## src/hw/rtl/lud_ram.sv

```systemverilog
// ----------------------------------------------------------------------------
// lud_ram
// Generic single-port-write, single-port-read RAM with registered read data.
// ----------------------------------------------------------------------------
module lud_ram #(
    parameter int Width = 32,
    parameter int Depth = 64
) (
    input  logic                     i_clk,
    input  logic                     i_we,
    input  logic [$clog2(Depth)-1:0] i_waddr,
    input  logic [Width-1:0]         i_wdata,
    input  logic [$clog2(Depth)-1:0] i_raddr,
    output logic [Width-1:0]         o_rdata
);

    logic [Width-1:0] r_mem [Depth];
    logic [Width-1:0] r_rdata;

    always_ff @(posedge i_clk) begin
        if (i_we) begin
            r_mem[i_waddr] <= i_wdata;
        end
        r_rdata <= r_mem[i_raddr];
    end

    assign o_rdata = r_rdata;

endmodule

```

## config.mk

```make
export PLATFORM = sky130hd
export DESIGN_NAME = lud_ram
export DESIGN_NICKNAME = d
export VERILOG_FILES = /design/src/hw/rtl/lud_ram.sv
export SDC_FILE = /design/constraint.sdc
export NUM_CORES = 2
export LEC_CHECK = 0
export BUFFER_PORTS_ARGS = -buffer_cell sky130_fd_sc_hd__buf_4
export CORE_MARGIN = 1.5
export CORE_UTILIZATION = 30
export CTS_BUF_LIST = sky130_fd_sc_hd__clkbuf_4 sky130_fd_sc_hd__clkbuf_8 sky130_fd_sc_hd__clkbuf_16
export DETAILED_ROUTE_END_ITERATION = 7
export SLEW_MARGIN = 30
export SYNTH_ARGS = -nofsm -noshare
export SYNTH_HDL_FRONTEND = slang
export SYNTH_SLANG_ARGS = --single-unit
```

## constraint.sdc

```tcl
create_clock -name i_clk -period 10.01 [get_ports i_clk]
set_input_delay 3.003 -clock i_clk [delete_from_list [all_inputs] [get_ports i_clk]]
set_output_delay 3.003 -clock i_clk [all_outputs]
set_load 0.05 [all_outputs]
```

==> run_results.csv <==
group,metric,value,unit
setup_path,crit_type,"in -> reg",
routing,firstDrtPassIters,5,
placement,gp_congestion,0.7667,
grt,grt_usage,15.49,%
die,io_pins,78,
clocking,cts.path.max_buffers,3,
clocking,clk_pin_slew_worst_paths,0.07,ns
timing,fmax,0.1743,GHz
grt,grt_max_degree,103,
grt,met2_usage,25.39,%
pwr,leakagePower,27.43,nW
setup_path,worst-path-max-fanout,87,
layout,area_growth,14.82,%
pwr,combPwrFrac,5.3,%
placement,dpl-instance-area,83960,sq um
grt,antenna_found_initial,12,
min_path,whs_path_depth,4,
layout,finalInstanceArea,90150,sq um
routing,drc,0,
clocking,cts_resized,0,
yosys,yosysWarnings,0,
setup_path,start_kind,"input port",
clocking,cts.sinks,2080,
yosys,synth_cell_type_count,34,
timing,tightest_slew,0.9897,ns
yosys,synthTopCellsByCount,"2,048 x edfxtp_1, 544 x mux4_2, 137 x nor2_1",
placement,io_buffer_count,77,
die,fp.dieH,514.6,microns
timing,setup_violations,0,
timing,finalHoldViolCount,0,
layout,drive_gt1_share,30.13,%
routing,drt-total-wl,207.1,mm
timing,drv_slew,0,
yosys,synth_flop_cell,"edfxtp_1",
routing,post_drt_via_cell_ratio,5.104,
yosys,synth_area_per_cell,23.62,sq um
routing,drt_iter0_drc,4125,
clocking,cts_root_buf,"clkbuf_16",
timing,rsz0062_at_grt,"false",
min_path,worstHoldPathType,"reg -> reg",
setup_path,max_stage_delay,0.62,ns
pwr,p_switching,0.003866,W
clocking,cts_buffers,195,
layout,multi_input_area,15980,sq um
setup_path,cp-end-kind,"flop",
setup_path,cp.arrival,6.37,ns
grt,grt_pass1_vias,37023,
pwr,power_density,198.1,nW/um^2
clocking,htreeDepth,4,
layout,fillCellCount,23763,
flow_run,max_cap_violations,0,
timing,period_minus_slack,5.738,ns
yosys,synth.net_count,3370,
yosys,syn_area,78520,sq um
pwr,seq_power_share,54.2,%
timing,setup_tns,0,ns
pwr,power,0.01786,W
grt,grtUsageMet1,21.05,%
yosys,syn_inst,3324,
clocking,cts_tree,"done",
timing,slew_headroom,34.02,%
setup_path,required,10.65,ns
setup_path,slowest_stage,"buf_8",
yosys,synth_top_area_share,78.33,%
timing,finClkSkew,0.02511,ns
yosys,yosys.area.top_type,"edfxtp_1",
outcome,status,"complete, no violations",
pwr,peakVddDrop,0.0001869,V
clocking,postCtsSetupBuffers,0,
pwr,power_frac_clock,40.5,%
setup_path,path_cells,"buf_8, buf_12, mux4_2, mux4_2, o22ai_1, nor2_1",
yosys,synth_edf_count,2048,
placement,dp_hpwl,111.0,mm
yosys,synthTopCellsByArea,"edfxtp_1 78%, mux4_2 16%, mux2i_1 1.2%, dfxtp_1 0.82%, o22ai_1 0.67%",
timing,post-route-period-util,57.32,%
setup_path,cp_common_cell,"mux4_2",
yosys,yosysMostFrequentCell,"edfxtp_1",
die,fp.coreArea,259900,sq um
routing,ant_nets,0,
layout,area.sequential,62140,sq um
clocking,clock_latency,0.84,ns
grt,use_met3,2.562,%
pwr,power.share.switching,21.64,%
grt,overflow,0,
grt,grt_pass1_wl,290.5,mm
die,dieArea,264800,sq um
yosys,yosysSeqAreaShare,79.14,%
layout,layout.nets,3563,
timing,timing.hold.ws,0.7657,ns
grt,top_usage_layer,"met2",
clocking,hold_buffers,0,
die,die_x,514.6,microns
pwr,internal_power,0.01400,W
yosys,async_reset_ff_share,0,%
die,rows,187,
setup_path,rr_worst_depth,4,
die,initial_utilization,30.20,%
yosys,ys_seq_elements,2080,
routing,wl_per_cell,28.85,microns
routing,vias,36645,
## metal layers
layer  part of all wire, %  up-vias
met5                 0.020        -
met4                   2.9        6
met3                   7.0      308
met2                    49     1559
met1                    41    20111
li1                      -    14661
## final timing paths
path	startpoint	to	slack, ns
worst max-delay path	i_raddr[0]	o_rdata[5]	4.27
worst min-delay path	r_mem[12][17]	o_rdata[17]	0.77
worst max register to register	r_mem[47][5]	o_rdata[5]	7.63
worst min register to register	r_mem[12][17]	o_rdata[17]	0.77
## per-stage QoR
| step | std cells | setup slack, ns | utilization [%] |
|---|---|---|---|
| 5_1_grt | 7179 | 4.133 | 34.68 |
| 4_1_cts | 7177 | 4.224 | 34.68 |
| 6_report | 7180 | 4.272 | 34.68 |
| 2_1_floorplan | 3324 | 3.847 | - |
| 3_5_place_dp | 6816 | 3.324 | 32.30 |
| 3_3_place_gp | 6816 | 3.312 | 32.29 |
## power by group through the flow
stage               clock network (W)  registers (W)  logic [W]
global route                  0.00766        0.00968   0.000997
detailed placement                  0        0.00987   0.000959
global placement                    0        0.00987   0.000947
floorplan                           0        0.00991   0.000469
CTS                           0.00735        0.00969   0.000960
finish                        0.00723        0.00968   0.000945
## sequential cells by signal (all words and copies together), names as in the netlist
signal / cells
o_rdata: 32
r_mem: 2048
## worst max-delay path: cells and delay by family
family                 cells  cell delay (ns)
AND/OR/NAND/NOR            1             0.30
buffers and inverters      2             1.18
AO/OA/AOI/OAI              1             0.49
multiplexers               2             1.15
## logic make-up (layout without fill, tap and decap cells)
group           after synthesis  after routing  synth area share (%)
compound gates              202            202                 1.673
buf+inv                     182            539                 1.128
flops                      2080           2080                 79.14
mux                         637            637                 16.79
other cells                   0              3                     0
simple gates                223            223                 1.265
## cells in the final DEF (no fill, tap or decap), drive strengths merged
cell type / instances
or2: 3
clkinvlp: 2
and3: 4
a311oi: 8
inv: 12
o22ai: 84
a31oi: 1
bufinv: 9
nand4: 2
or3: 3
a41o: 4
mux4: 544
diode: 3
buf: 178
o221ai: 27
or3b: 5
mux2i: 93
nand4b: 1
edfxtp: 2048
and2: 2
nand3: 5
clkbuf: 254
nand3b: 5
nor2: 137
o32ai: 4
dfxtp: 32
a21oi: 62
a22oi: 12
nor2b: 15
clkinv: 84
nand2: 26
nor3: 7
nand2b: 8
## area by class of cell
class / count / share of cell area, %
well taps: 3496 / 4.852
clock inverters: 107 / 0.8896
clock buffers: 254 / 5.972
repair buffers: 178 / 1.622
flip-flops and latches: 2080 / 68.93
diodes: 3 / 0.008327
multi-input cells: 1062 / 17.73
Note: power is estimated with default switching activity, not from simulation.
