`config.mk`:
```
export PLATFORM = sky130hd
export DESIGN_NAME = lud_div
export DESIGN_NICKNAME = d
export VERILOG_FILES = /design/src/hw/rtl/lud_pkg.sv /design/src/hw/rtl/lud_div.sv
export SDC_FILE = /design/constraint.sdc
export NUM_CORES = 1
export LEC_CHECK = 0
export ABC_AREA = 1
export BUFFER_PORTS_ARGS = -buffer_cell sky130_fd_sc_hd__buf_2
export CORE_UTILIZATION = 57
export CTS_CLUSTER_DIAMETER = 150
export DETAILED_ROUTE_END_ITERATION = 6
export HOLD_SLACK_MARGIN = 0.06
export PLACE_DENSITY = 0.84
export SETUP_SLACK_MARGIN = 0.05
export SLEW_MARGIN = 20
export SYNTH_ARGS = -nofsm -noshare
export SYNTH_HDL_FRONTEND = slang
export SYNTH_SLANG_ARGS = --single-unit
```
`constraint.sdc`:
```
create_clock -name i_clk -period 6.15 [get_ports i_clk]
set_input_delay 0.3075 -clock i_clk [delete_from_list [all_inputs] [get_ports i_clk]]
set_output_delay 0.3075 -clock i_clk [all_outputs]
set_load 0.02 [all_outputs]
```
`src/hw/rtl/lud_pkg.sv`:
```
// ----------------------------------------------------------------------------
// lud_pkg
// Shared types, sizes and command codes for the in-place LU factorization block.
// ----------------------------------------------------------------------------
package lud_pkg;

    localparam int MaxDim    = 8;
    localparam int DataWidth = 32;
    localparam int FracBits  = 16;
    localparam int IdxW      = 3;
    localparam int AddrW     = 6;
    localparam int AccW      = 72;

    typedef enum logic [1:0] {
        CMD_WRITE = 2'd0,
        CMD_START = 2'd1,
        CMD_READ  = 2'd2,
        CMD_NONE  = 2'd3
    } t_cmd;

    typedef enum logic [3:0] {
        ST_IDLE,
        ST_RD_WAIT,
        ST_RD_OUT,
        ST_EL_INIT,
        ST_EL_AREAD,
        ST_K_ISSUE,
        ST_K_WAIT,
        ST_K_MUL,
        ST_K_ACC,
        ST_PIV_READ,
        ST_FINISH,
        ST_DIV,
        ST_WRITE,
        ST_NEXT
    } t_state;

    typedef struct packed {
        logic start;
    } t_div_ctl;

endpackage

```
`src/hw/rtl/lud_div.sv`:
```
// ----------------------------------------------------------------------------
// lud_div
// Restoring divider: magnitude of a wide numerator by a 32-bit magnitude, one
// quotient bit per cycle, full-width quotient.
// ----------------------------------------------------------------------------
module lud_div (
    input  logic                         i_clk,
    input  logic                         i_rst_n,
    input  logic                         i_start,
    input  logic [lud_pkg::AccW-1:0]     i_num,
    input  logic [lud_pkg::DataWidth-1:0] i_den,
    output logic                         o_done,
    output logic [lud_pkg::AccW-1:0]     o_quot
);

    localparam int CntW = $clog2(lud_pkg::AccW + 1);

    logic [lud_pkg::AccW-1:0]      r_q, n_q;
    logic [lud_pkg::DataWidth:0]   r_rem, n_rem;
    logic [CntW-1:0]               r_cnt, n_cnt;
    logic                          r_busy, n_busy;
    logic                          r_done, n_done;
    logic [lud_pkg::DataWidth+1:0] w_shift;
    logic [lud_pkg::DataWidth+1:0] w_diff;

    always_comb begin
        w_shift = {r_rem, r_q[lud_pkg::AccW-1]};
        w_diff  = w_shift - {2'b00, i_den};
        n_q     = r_q;
        n_rem   = r_rem;
        n_cnt   = r_cnt;
        n_busy  = r_busy;
        n_done  = 1'b0;
        if (i_start) begin
            n_q    = i_num;
            n_rem  = '0;
            n_cnt  = CntW'(lud_pkg::AccW);
            n_busy = 1'b1;
        end else if (r_busy) begin
            if (!w_diff[lud_pkg::DataWidth+1]) begin
                n_rem = w_diff[lud_pkg::DataWidth:0];
                n_q   = {r_q[lud_pkg::AccW-2:0], 1'b1};
            end else begin
                n_rem = w_shift[lud_pkg::DataWidth:0];
                n_q   = {r_q[lud_pkg::AccW-2:0], 1'b0};
            end
            n_cnt = r_cnt - 1'b1;
            if (r_cnt == CntW'(1)) begin
                n_busy = 1'b0;
                n_done = 1'b1;
            end
        end
    end

    always_ff @(posedge i_clk) begin
        if (!i_rst_n) begin
            r_busy <= 1'b0;
            r_done <= 1'b0;
            r_cnt  <= '0;
        end else begin
            r_busy <= n_busy;
            r_done <= n_done;
            r_cnt  <= n_cnt;
        end
        r_q   <= n_q;
        r_rem <= n_rem;
    end

    assign o_done = r_done;
    assign o_quot = r_q;

endmodule

```
==> summary.md, run 1 <==
| Metric | Value |
|---|---|
| Crit Reg-Reg Startpoint | `r_rem[18]` |
| Post-synth EDFFs | `72` |
| Die Y | `approximately 120 um` |
| Resized Gates After CTS | `0` |
| DR vias | `7861` |
| Dominant cells by area after synthesis | `edfxtp_1 28%, nand2_1 26%, dfxtp_1 11%, inv_1 9.6%, nand3_1 6.1%` |
| Vias in the first global route | `~7400` |
| Status | `completed` |
| Worst path most repeated cell | `nand2_1` |
| Drt pass-1 iters | `7` |
| Drt wl/cell | `14.3 um` |
| Routed Antenna Nets | `0` |
| Crit end category | `flop` |
| Diodes inserted | `0` |
| Post-CTS Setup Bufs | `0` |
| Yosys cell types | `39` |
| Fill count | `1174` |
| Pwr dens | `295 nW/um^2` |
| Period minus WS final | `approximately 2.8 ns` |
| VDD IR max | `0.305 mV` |
| Clk slew on worst S/H paths | `roughly 0.070 ns` |
| CP Depth | `11` |
| Mapped Nets | `between 1000 and 1500` |
| Vias per cell | `5.09` |
| Drt drc | `0` |
| Top Ports | `180` |
| Core Region | `approximately 13000 um^2` |
| Worst-skew pair later-pin latency | `between 0.4 and 0.5 ns` |
| Tcrit/Tclk final | `45.1%` |
| Max Fclk | `approximately 0.36 GHz` |
| Register area share after synthesis | `38.3%` |
| Worst path slowest cell | `nand2_1` |
| Post-place setup slack | `about 3.4 ns` |
| Worst-Margin Slew | `between 0.9 and 1 ns` |
| Critical path capture point | `o_quot[0]` |
| Synth Register Bits | `approximately 110` |
| Worst Hold Class | `input pin to flop` |
| Post-synthesis cell count | `about 1200` |
| # port buffers | `around 180` |
| CP max FO | `11` |
| Final WL | `roughly 22 mm` |
| CP delay by family, top | `simple AND/OR/NAND/NOR gates` |
| Fraction of registers with async set/reset | `0%` |
| CP startpoint kind | `flop` |
| Avg Cell Area, Syn | `between 6 and 7 um^2` |
| First-pass GRT wire length | `35.7 mm` |
| Synthesized cell area | `just under 8000 um^2` |
| Largest area contributor in the netlist | `edfxtp_1` |
| Top-area cell type share of the netlist area | `approximately 28%` |
| CP Buf/Inv Count | `1` |
| GRT overflow | `0` |
| Final Max Slew Viols | `0` |
| Switching part of the total | `around 36%` |
| Seq pwr share | `about a third` |
| Pin count of the biggest net entering global routing | `77` |
| Reg2reg path depth | `11` |
| CTS tree | `yes` |
| Aggregate global-route resource usage | `32.1%` |
| Switching component of the power | `between 0.9 and 1 mW` |
| Dominant synthesized flop cell | `edfxtp_1` |
| Clk pwr share | `36.6%` |
| Final Setup Violations | `0` |
| Post-route setup slack | `3.38 ns` |
| Unrepaired setup endpoints after global routing | `no` |
| Maxcap violations | `0` |
| Htree depth | `4` |
| Synth warn | `0` |
| TritonCTS Buffers | `17` |
| Clock sink count | `between 100 and 150` |
| Crit path DAT | `between 2 and 3 ns` |
| CP Launch Point | `r_rem[18]` |
| # nets final | `between 1000 and 1500` |
| Area grow syn2layout | `20.2%` |
| Std cell rows | `42` |
| Initial antenna violation count | `0` |
| Initial DRC count | `591` |
| Lkg Pwr | `5.41 nW` |
| P_int | `between 1.5 and 2 mW` |
| Layout cells sized above 1 | `18.3%` |
| RePlAce Congestion | `~0.97` |
| Clk root buf | `clkbuf_16` |
| Data required, critical path | `about 6.3 ns` |
| Crit-path max cell delay | `roughly 0.45 ns` |
| Clock buffer depth | `2` |
| Setup TNS | `0 ns` |
| Initial Util | `between 50% and 60%` |
| Dpl hpwl | `between 15 and 20 mm` |
| Crit Path Class | `flop to flop` |
| Crit path cell chain | `ha_1 > nand2_1 > inv_1 > nand2_1 > nand2_1 > a21oi_2 > nor2_1 > nor2_4 > nand3_1 > nand2_1 > o21ai_0` |
| Die width | `roughly 120 um` |
| Part of the power in combinational logic | `~28%` |
| Max-slew headroom | `a little under two fifths` |
| Slack of the worst reg-to-reg path | `approximately 3.4 ns` |
| Skew final | `0.00968 ns` |
| Die footprint | `14200 um^2` |
| Hold_buf cts | `0` |
| Final hold violations | `0` |
| R2r endpoint | `o_quot[0]` |
==> flip-flops by register name (all words and copies together) (netlist names) <==
register	flops
o_quot	72
r_rem	33
r_cnt	7
r_busy	1
o_done	1
==> cell type report <==
cell class | instances | area, um^2 | area share [%]
Multi-Input combinational cell | 834 | 3920 | 41.5
Sequential cell | 114 | 3000 | 31.8
Timing Repair Buffer | 184 | 933 | 9.90
Inverter | 204 | 766 | 8.12
Clock buffer | 17 | 425 | 4.51
Tap cell | 176 | 220 | 2.33
Clock inverter | 15 | 170 | 1.80
==> cell families (layout without fill, tap and decap cells) <==
kind of cell,count (synthesis),in the layout,share of synthesized area [%]
DFF,114,114,38.3
adders and majority gates,35,35,5.68
xor gates and xnor gates,19,19,2.12
and+or+nand+nor,741,741,39.2
AOI/OAI and AO/OA,39,39,2.84
buffers and inverters,235,420,11.9
==> worst min-delay path by stage <==
| stage | from | to | slack (ns) | depth (start not counted) |
|---|---|---|---|---|
| 2_1_floorplan | i_rst_n | r_cnt[3] | 0.43 | 2 |
| 3_3_place_gp | r_rem[9] | r_rem[9] | 0.46 | 2 |
| 3_5_place_dp | r_rem[1] | r_rem[1] | 0.46 | 2 |
| 4_1_cts | i_num[36] | o_quot[36] | 0.15 | 3 |
| 5_1_grt | i_num[48] | o_quot[48] | 0.15 | 3 |
| 6_report | i_num[36] | o_quot[36] | 0.15 | 3 |
==> cell usage in the layout (no fill, tap or decap), types with 3 or more instances in the layout <==
master	netlist	layout
nand2_1	546	546
inv_1	201	199
buf_2	3	179
nand3_1	96	96
edfxtp_1	72	72
nor2_1	51	49
dfxtp_1	42	42
ha_1	34	34
a21oi_1	22	22
clkbuf_16	0	17
nand2_2	15	15
xnor2_1	10	10
xor2_1	9	9
o21ai_0	7	7
nand4_1	7	7
nor3_1	6	6
inv_6	0	6
o21bai_1	5	5
buf_4	3	5
nor2_2	2	4
inv_2	2	4
nand2_4	3	3
and2_1	3	3
nand3b_1	3	3
==> stage by stage <==
step / hold WS [ns] / total power [mW] / cells / cell area, um^2 / util (%)
6_report: 0.152 / 2.78 / 1544 / 9430 / 70.7
3_5_place_dp: 0.464 / 1.76 / 1512 / 8840 / 66.2
3_3_place_gp: 0.459 / 1.75 / 1512 / 8840 / 66.2
2_1_floorplan: 0.432 / 1.56 / 1183 / 7850 / -
5_1_grt: 0.150 / 2.92 / 1544 / 9430 / 70.7
4_1_cts: 0.146 / 2.78 / 1544 / 9430 / 70.7
==> cells in the mapped netlist, types with 3 or more instances <==
library cell and n:
a21oi_1 22, and2_1 3, buf_2 3, buf_4 3, buf_6 3, clkbuf_1 21, dfxtp_1 42, edfxtp_1 72
ha_1 34, inv_1 201, nand2_1 546, nand2_2 15, nand2_4 3, nand3_1 96, nand3b_1 3, nand4_1 7
nor2_1 51, nor3_1 6, o21ai_0 7, o21bai_1 5, xnor2_1 10, xor2_1 9
==> worst reg2reg max path, delay by kind of cell (launching register included) <==
kind	cells	cell delay (ns)
flip-flops	1	0.43
adder cells (fa/ha/maj)	1	0.34
buffers and inverters	1	0.05
AO/OA/AOI/OAI	2	0.31
AND/OR/NAND/NOR	7	1.36
==> power groups by stage <==
stage	clock (mW)	combinational, mW	sequential (mW)
finish	1.02	0.788	0.973
detailed placement	0	0.779	0.983
floorplan	0	0.524	1.04
global placement	0	0.766	0.983
CTS	1.02	0.785	0.972
global route	1.06	0.885	0.982
==> layer usage <==
| metal | part of all wire (%) | GRT usage, % | vias to the layer above | wire length, um |
|---|---|---|---|---|
| li1 | - | - | 3970 | - |
| met1 | 41 | 38.8 | 3532 | 9120 |
| met2 | 49 | 56.3 | 315 | 10700 |
| met3 | 6.9 | 6.47 | 44 | 1520 |
| met4 | 2.8 | 11.6 | 0 | 624 |
| met5 | 0 | 0 | - | 0 |
(Power assumes the default switching activity.)
==> run 2, diff against run 1 <==
CORE_UTILIZATION = 55   (was 57)
PLACE_DENSITY = 0.81   (was 0.84)
clock period = 2.6 ns   (was 6.15 ns; I/O delays follow)
==> run 2 against run 1 <==
Effect of this change:
- clock-buffer cell count grew 1
- worst hold slack worse by 0.0093 ns
- clock power rose by 120%
- cell area up 8.4%
- non-clock buffer count rose by 80
- flip-flop and latch count did not move
- first-iteration DRC count rose by 12%
- fmax increased by 16%
- global-route usage up 1.4 points
- highest routed layer unchanged
==> summary.md, run 2 (synthesis gave the netlist of run 1 again) <==
| Metric | Value |
|---|---|
| Worst-skew pair later-pin latency | `0.41 ns (was 0.42 ns)` |
| First-pass GRT wire length | `38.4 mm (was 35.7 mm)` |
| VDD IR max | `0.509 mV (was 0.305 mV)` |
| RePlAce Congestion | `1.03 (was 0.968)` |
| Setup TNS | `0 ns (unchanged)` |
| Clock buffer depth | `2 (unchanged)` |
| Worst path slowest cell | `ha_1 (was nand2_1)` |
| # nets final | `1577 (was 1497)` |
| Data required, critical path | `2.91 ns (was 6.29 ns)` |
| Max Fclk | `0.417 GHz (was 0.361 GHz)` |
| Drt pass-1 iters | `6 (was 7)` |
| Pin count of the biggest net entering global routing | `74 (was 77)` |
| Post-CTS Setup Bufs | `0 (unchanged)` |
| Crit Reg-Reg Startpoint | `r_rem[18] (unchanged)` |
| Maxcap violations | `0 (unchanged)` |
| Routed Antenna Nets | `0 (unchanged)` |
| Unrepaired setup endpoints after global routing | `no (unchanged)` |
| CP delay by family, top | `simple AND/OR/NAND/NOR gates (unchanged)` |
| Die width | `121 um (was 119 um)` |
| Final Setup Violations | `0 (unchanged)` |
| CP max FO | `13 (was 11)` |
| CP Launch Point | `r_rem[18] (unchanged)` |
| Commonest non-fill, non-tap cell in the layout | `nand2_1 (unchanged)` |
| Final WL | `24.0 mm (was 22.0 mm)` |
| Clk slew on worst S/H paths | `0.06 ns (was 0.07 ns)` |
| Die Y | `121 um (was 119 um)` |
| CTS tree | `yes (unchanged)` |
| Status | `completed (unchanged)` |
| Core Region | `13900 um^2 (was 13300 um^2)` |
| Skew final | `0.00659 ns (was 0.00968 ns)` |
| Crit Path Class | `flop to flop (unchanged)` |
| Post-Place Cell Area | `8920 um^2 (was 8840 um^2)` |
| Period minus WS final | `2.40 ns (was 2.77 ns)` |
| Crit end category | `flop (unchanged)` |
| TritonCTS Buffers | `17 (unchanged)` |
| Worst-Margin Slew | `0.883 ns (was 0.925 ns)` |
| Clk root buf | `clkbuf_16 (unchanged)` |
| Max reg flops | `72 (unchanged)` |
| Aggregate global-route resource usage | `33.5% (was 32.1%)` |
| Dpl hpwl | `15.8 mm (was 16.0 mm)` |
| Pwr dens | `645 nW/um^2 (was 295 nW/um^2)` |
| Vias per cell | `5.13 (was 5.09)` |
| Crit path DAT | `2.70 ns (was 2.91 ns)` |
| Initial antenna violation count | `0 (unchanged)` |
| Layout cells sized above 1 | `17.6% (was 18.3%)` |
| Clock sink count | `114 (unchanged)` |
| Design area | `10200 um^2 (was 9430 um^2)` |
| Tcrit/Tclk final | `92.2% (was 45.1%)` |
| GRT overflow | `0 (unchanged)` |
| DR vias | `8354 (was 7861)` |
| Final Max Slew Viols | `0 (unchanged)` |
| Area grow syn2layout | `30.3% (was 20.2%)` |
| Worst path most repeated cell | `nand2_1 (unchanged)` |
| Hold slack | `0.142 ns (was 0.152 ns)` |
| Drt wl/cell | `14.7 um (was 14.3 um)` |
| Lkg Pwr | `5.73 nW (was 5.41 nW)` |
| Std cell rows | `43 (was 42)` |
| Crit-path max cell delay | `0.36 ns (was 0.45 ns)` |
| Die footprint | `14800 um^2 (was 14200 um^2)` |
| Most frequent cells in the layout | `544 x nand2_1, 199 x inv_1, 179 x buf_2 (was 546 x nand2_1, 199 x inv_1, 179 x buf_2)` |
| Vias in the first global route | `8062 (was 7377)` |
| Final hold violations | `0 (unchanged)` |
| Slack of the worst reg-to-reg path | `0.20 ns (was 3.38 ns)` |
| CP Buf/Inv Count | `2 (was 1)` |
| Crit path cell chain | `ha_1 > nand2_1 > inv_1 > nand2_1 > nand2_1 > a21oi_2 > nor2_1 > nor2_4 > nand2_4 > nand2_4 > buf_4 > nand3_1 > nand3_1 > nand2_1 (was ha_1 > nand2_1 > inv_1 > nand2_1 > nand2_1 > a21oi_2 > nor2_1 > nor2_4 > nand3_1 > nand2_1 > o21ai_0)` |
| Worst Hold Class | `input pin to flop (unchanged)` |
| Initial Util | `56.5% (was 58.8%)` |
| Max-slew headroom | `41.0% (was 38.3%)` |
| Top Ports | `180 (unchanged)` |
| Drt drc | `0 (unchanged)` |
| CP startpoint kind | `flop (unchanged)` |
| Initial DRC count | `659 (was 591)` |
| Htree depth | `4 (unchanged)` |
| Diodes inserted | `0 (unchanged)` |
| # port buffers | `179 (unchanged)` |
| Hold Crit Start | `i_den[0] (was i_num[36])` |
run 2: what timing repair did:
action / CTS / global route
hold buffers: 73 / 0
resized for setup: 0 / 2
setup endpoints to repair: 0 / 5
hold endpoints to repair: 75 / 0
run 2: final timing paths:
check	depth (start not counted)	end
max	14	r_rem[20]
max reg2reg	14	r_rem[20]
min	5	r_rem[0]
min reg2reg	2	r_rem[5]
run 2: metrics by stage:
| stage | worst slack, ns | utilization (%) | cells | power (mW) |
|---|---|---|---|---|
| global placement | 0.246 | 64.3 | 1523 | 4.15 |
| CTS | 0.197 | 73.7 | 1628 | 6.55 |
| floorplan | 0.247 | - | 1183 | 3.69 |
| finish | 0.204 | 73.7 | 1628 | 6.60 |
| global route | 0.0589 | 73.7 | 1628 | 6.94 |
| detailed placement | 0.201 | 64.3 | 1523 | 4.18 |
run 2: layout make-up:
class	instances	area (um^2)
multi-input cells	834	3930
fillers	1063	3650
flip-flops and latches	114	3000
repair buffers	264	1740
inverters	204	766
clock buffers	18	429
well taps	180	225
clock inverters	14	139
run 2: worst reg2reg max path, delay by kind of cell, from the launching register on:
kind | cells | cell delay, ns
AO/OA/AOI/OAI | 1 | 0.20
adder cells (fa/ha/maj) | 1 | 0.36
buffers and inverters | 2 | 0.30
flip-flops | 1 | 0.32
AND/OR/NAND/NOR | 10 | 1.12
run 2: report_power, final:
part | total (mW) | switching, mW | internal (mW)
clock | 2.28 | 0.879 | 1.40
sequential | 2.29 | 0.138 | 2.16
combinational | 2.02 | 1.29 | 0.730
total | 6.60 | 2.31 | 4.29
run 2: layer usage:
layer  wire length [um]  track usage (%)  share of wire [%]  vias to the layer above
met2              11700             58.2                 49                      358
met5                  0                0                  0                        -
met4                699             12.2                2.9                        0
met3               1760             8.04                7.3                       56
met1               9830             40.0                 41                     3809
li1                   -                -                  -                     4131
==> run 3, diff against run 2 <==
CORE_UTILIZATION = 57   (was 55)
CTS_BUF_LIST = sky130_fd_sc_hd__clkbuf_8   (was unset)
PLACE_DENSITY = 0.84   (was 0.81)
==> run 3 against run 2 <==
Effect of this change:
- the flow now finishes with violations (design-rule violations)
- fmax down 0.75%
- worst hold slack worse by 0.044 ns
- largest power group unchanged
- sequential power about the same
- core utilization up 1.7 points
- combinational power up 3%
- clock skew up 0.010 ns
- flip-flop and latch count unchanged
- wire length up 9.0%
- via count up 2.6%
- total power down 6.4%
- sequential share of layout area up 0.47 points
- clock-buffer cell count down 1
==> summary.md, run 3 (synthesis gave the netlist of run 1 again) <==
| Metric | Value |
|---|---|
| Most frequent cells in the layout | `544 x nand2_1, 199 x inv_1, 179 x buf_2 (unchanged)` |
| Worst-skew pair later-pin latency | `0.46 ns (was 0.41 ns)` |
| Htree depth | `4 (unchanged)` |
| Std cell rows | `42 (was 43)` |
| Tcrit/Tclk final | `92.9% (was 92.2%)` |
| Worst-Margin Slew | `0.851 ns (was 0.883 ns)` |
| R2r endpoint | `r_rem[3] (was r_rem[20])` |
| VDD IR max | `0.600 mV (was 0.509 mV)` |
| Max reg flops | `72 (unchanged)` |
| Top Ports | `180 (unchanged)` |
| Worst Hold Class | `input pin to flop (unchanged)` |
| Max-slew headroom | `43.2% (was 41.0%)` |
| Final WL | `26.2 mm (was 24.0 mm)` |
| Slack of the worst reg-to-reg path | `0.19 ns (was 0.20 ns)` |
| Routed Antenna Nets | `0 (unchanged)` |
| Hold path cells | `5 (unchanged)` |
| Commonest non-fill, non-tap cell in the layout | `nand2_1 (unchanged)` |
| Core Region | `13300 um^2 (was 13900 um^2)` |
| CP Launch Point | `r_rem[16] (was r_rem[18])` |
| Layout cells sized above 1 | `17.8% (was 17.6%)` |
| GRT overflow | `0 (unchanged)` |
| Initial DRC count | `829 (was 659)` |
| Drt wl/cell | `16.1 um (was 14.7 um)` |
| Maxcap violations | `0 (unchanged)` |
| Die Y | `119 um (was 121 um)` |
| Post-CTS Setup Bufs | `0 (unchanged)` |
| Fin util | `75.4% (was 73.7%)` |
| Skew final | `0.0169 ns (was 0.00659 ns)` |
| CTS tree | `yes (unchanged)` |
| Initial Util | `58.8% (was 56.5%)` |
| Max Fclk | `0.414 GHz (was 0.417 GHz)` |
| Status | `finished with violations (was completed)` |
| Period minus WS final | `2.41 ns (was 2.40 ns)` |
| Vias per cell | `5.28 (was 5.13)` |
| Data required, critical path | `2.94 ns (was 2.91 ns)` |
| Crit Path Class | `flop to flop (unchanged)` |
| Setup TNS | `0 ns (unchanged)` |
| Diodes inserted | `0 (unchanged)` |
| Aggregate global-route resource usage | `36.9% (was 33.5%)` |
| Clock sink count | `114 (unchanged)` |
| Fill count | `997 (was 1063)` |
| Lkg Pwr | `5.67 nW (was 5.73 nW)` |
| Failing checks | `design-rule violations` |
| Die footprint | `14200 um^2 (was 14800 um^2)` |
| CP startpoint kind | `flop (unchanged)` |
| TritonCTS Buffers | `17 (unchanged)` |
| CP max FO | `6 (was 13)` |
| Pwr dens | `613 nW/um^2 (was 645 nW/um^2)` |
| Pin count of the biggest net entering global routing | `51 (was 74)` |
| Clk root buf | `clkbuf_8 (was clkbuf_16)` |
| Crit path DAT | `2.76 ns (was 2.70 ns)` |
| Drt pass-1 iters | `7 (was 6)` |
| Area grow syn2layout | `28.3% (was 30.3%)` |
| Reg2reg path depth | `13 (was 14)` |
| Crit end category | `flop (unchanged)` |
| # nets final | `1578 (was 1577)` |
| Multi-input logic area | `3960 um^2 (was 3930 um^2)` |
| Clock buffer depth | `2 (unchanged)` |
| Clk slew on worst S/H paths | `0.08 ns (was 0.06 ns)` |
| Vias in the first global route | `8293 (was 8062)` |
| Final hold violations | `0 (unchanged)` |
| Drt drc | `3 (was 0)` |
| Final Max Slew Viols | `0 (unchanged)` |
| First-pass GRT wire length | `40.6 mm (was 38.4 mm)` |
| Crit Reg-Reg Startpoint | `r_rem[16] (was r_rem[18])` |
| Register area | `3000 um^2 (unchanged)` |
| Die width | `119 um (was 121 um)` |
| Dpl hpwl | `15.6 mm (was 15.8 mm)` |
| # port buffers | `179 (unchanged)` |
| Unrepaired setup endpoints after global routing | `yes (was no)` |
| Initial antenna violation count | `1 (was 0)` |
| Final Setup Violations | `0 (unchanged)` |
| Hold Crit Start | `i_den[0] (unchanged)` |
| DR vias | `8572 (was 8354)` |
| Hold worst-path end | `r_rem[0] (unchanged)` |
| RePlAce Congestion | `1.02 (was 1.03)` |
run 3: final cells by class:
| cell class | count | area share, % |
|---|---|---|
| timing repair buffer | 263 | 17.1 |
| tap | 176 | 2.19 |
| multi-input combinational | 836 | 39.3 |
| clock buffer | 17 | 2.32 |
| clock inverter | 15 | 1.63 |
| sequential | 114 | 29.8 |
| inverter | 204 | 7.61 |
run 3: per-stage QoR:
step                hold WS [ns]  power (mW)  worst slack [ns]  instance area [um^2]  std cells
global route               0.110        6.47            0.0321                 10100       1625
finish                    0.0989        6.17             0.186                 10100       1625
CTS                       0.0758        6.01             0.148                 10000       1623
floorplan                  0.254        3.69             0.247                  7850       1183
detailed placement         0.403        4.19             0.164                  8900       1518
global placement           0.393        4.16             0.134                  8900       1518
run 3: where the power goes:
part	total (mW)	internal, mW	switching (mW)
Clock	1.78	0.940	0.839
Combinational	2.09	0.741	1.35
Sequential	2.30	2.15	0.149
run 3: timing repair:
action                                  CTS  global route
hold buffers                             73             0
endpoints found under the setup margin    0            29
gates resized for setup                   0             4
endpoints found under the hold margin    75             0
run 3: how the worst max path moves through the flow:
stage | endpoint | depth (start not counted)
after floorplan | o_quot[0] | 2
after global placement | r_rem[3] | 13
final | r_rem[3] | 13
after CTS | r_rem[28] | 17
after global routing | r_rem[24] | 17
after detailed placement | r_rem[13] | 11
run 3: per-layer routing:
metal	share of wire (%)	global-route usage, %	routed length (um)
met1	37	41.3	9800
met2	47	63.0	12400
met3	8.9	9.10	2320
met4	6.3	22.4	1650
met5	0.046	0	12
run 3: worst max-delay path, cell delays in order, from the launching register on:
cell and delay [ns]:
dfxtp_1 0.33, ha_1 0.38, nand2_1 0.14, nor2_1 0.25, nand2_1 0.16, nor2_1 0.21, nand2_4 0.11, nand2_4 0.08
nand2_1 0.08, nand2_2 0.21, buf_4 0.19, nand2_1 0.05, nand3_1 0.06, nand2_1 0.06
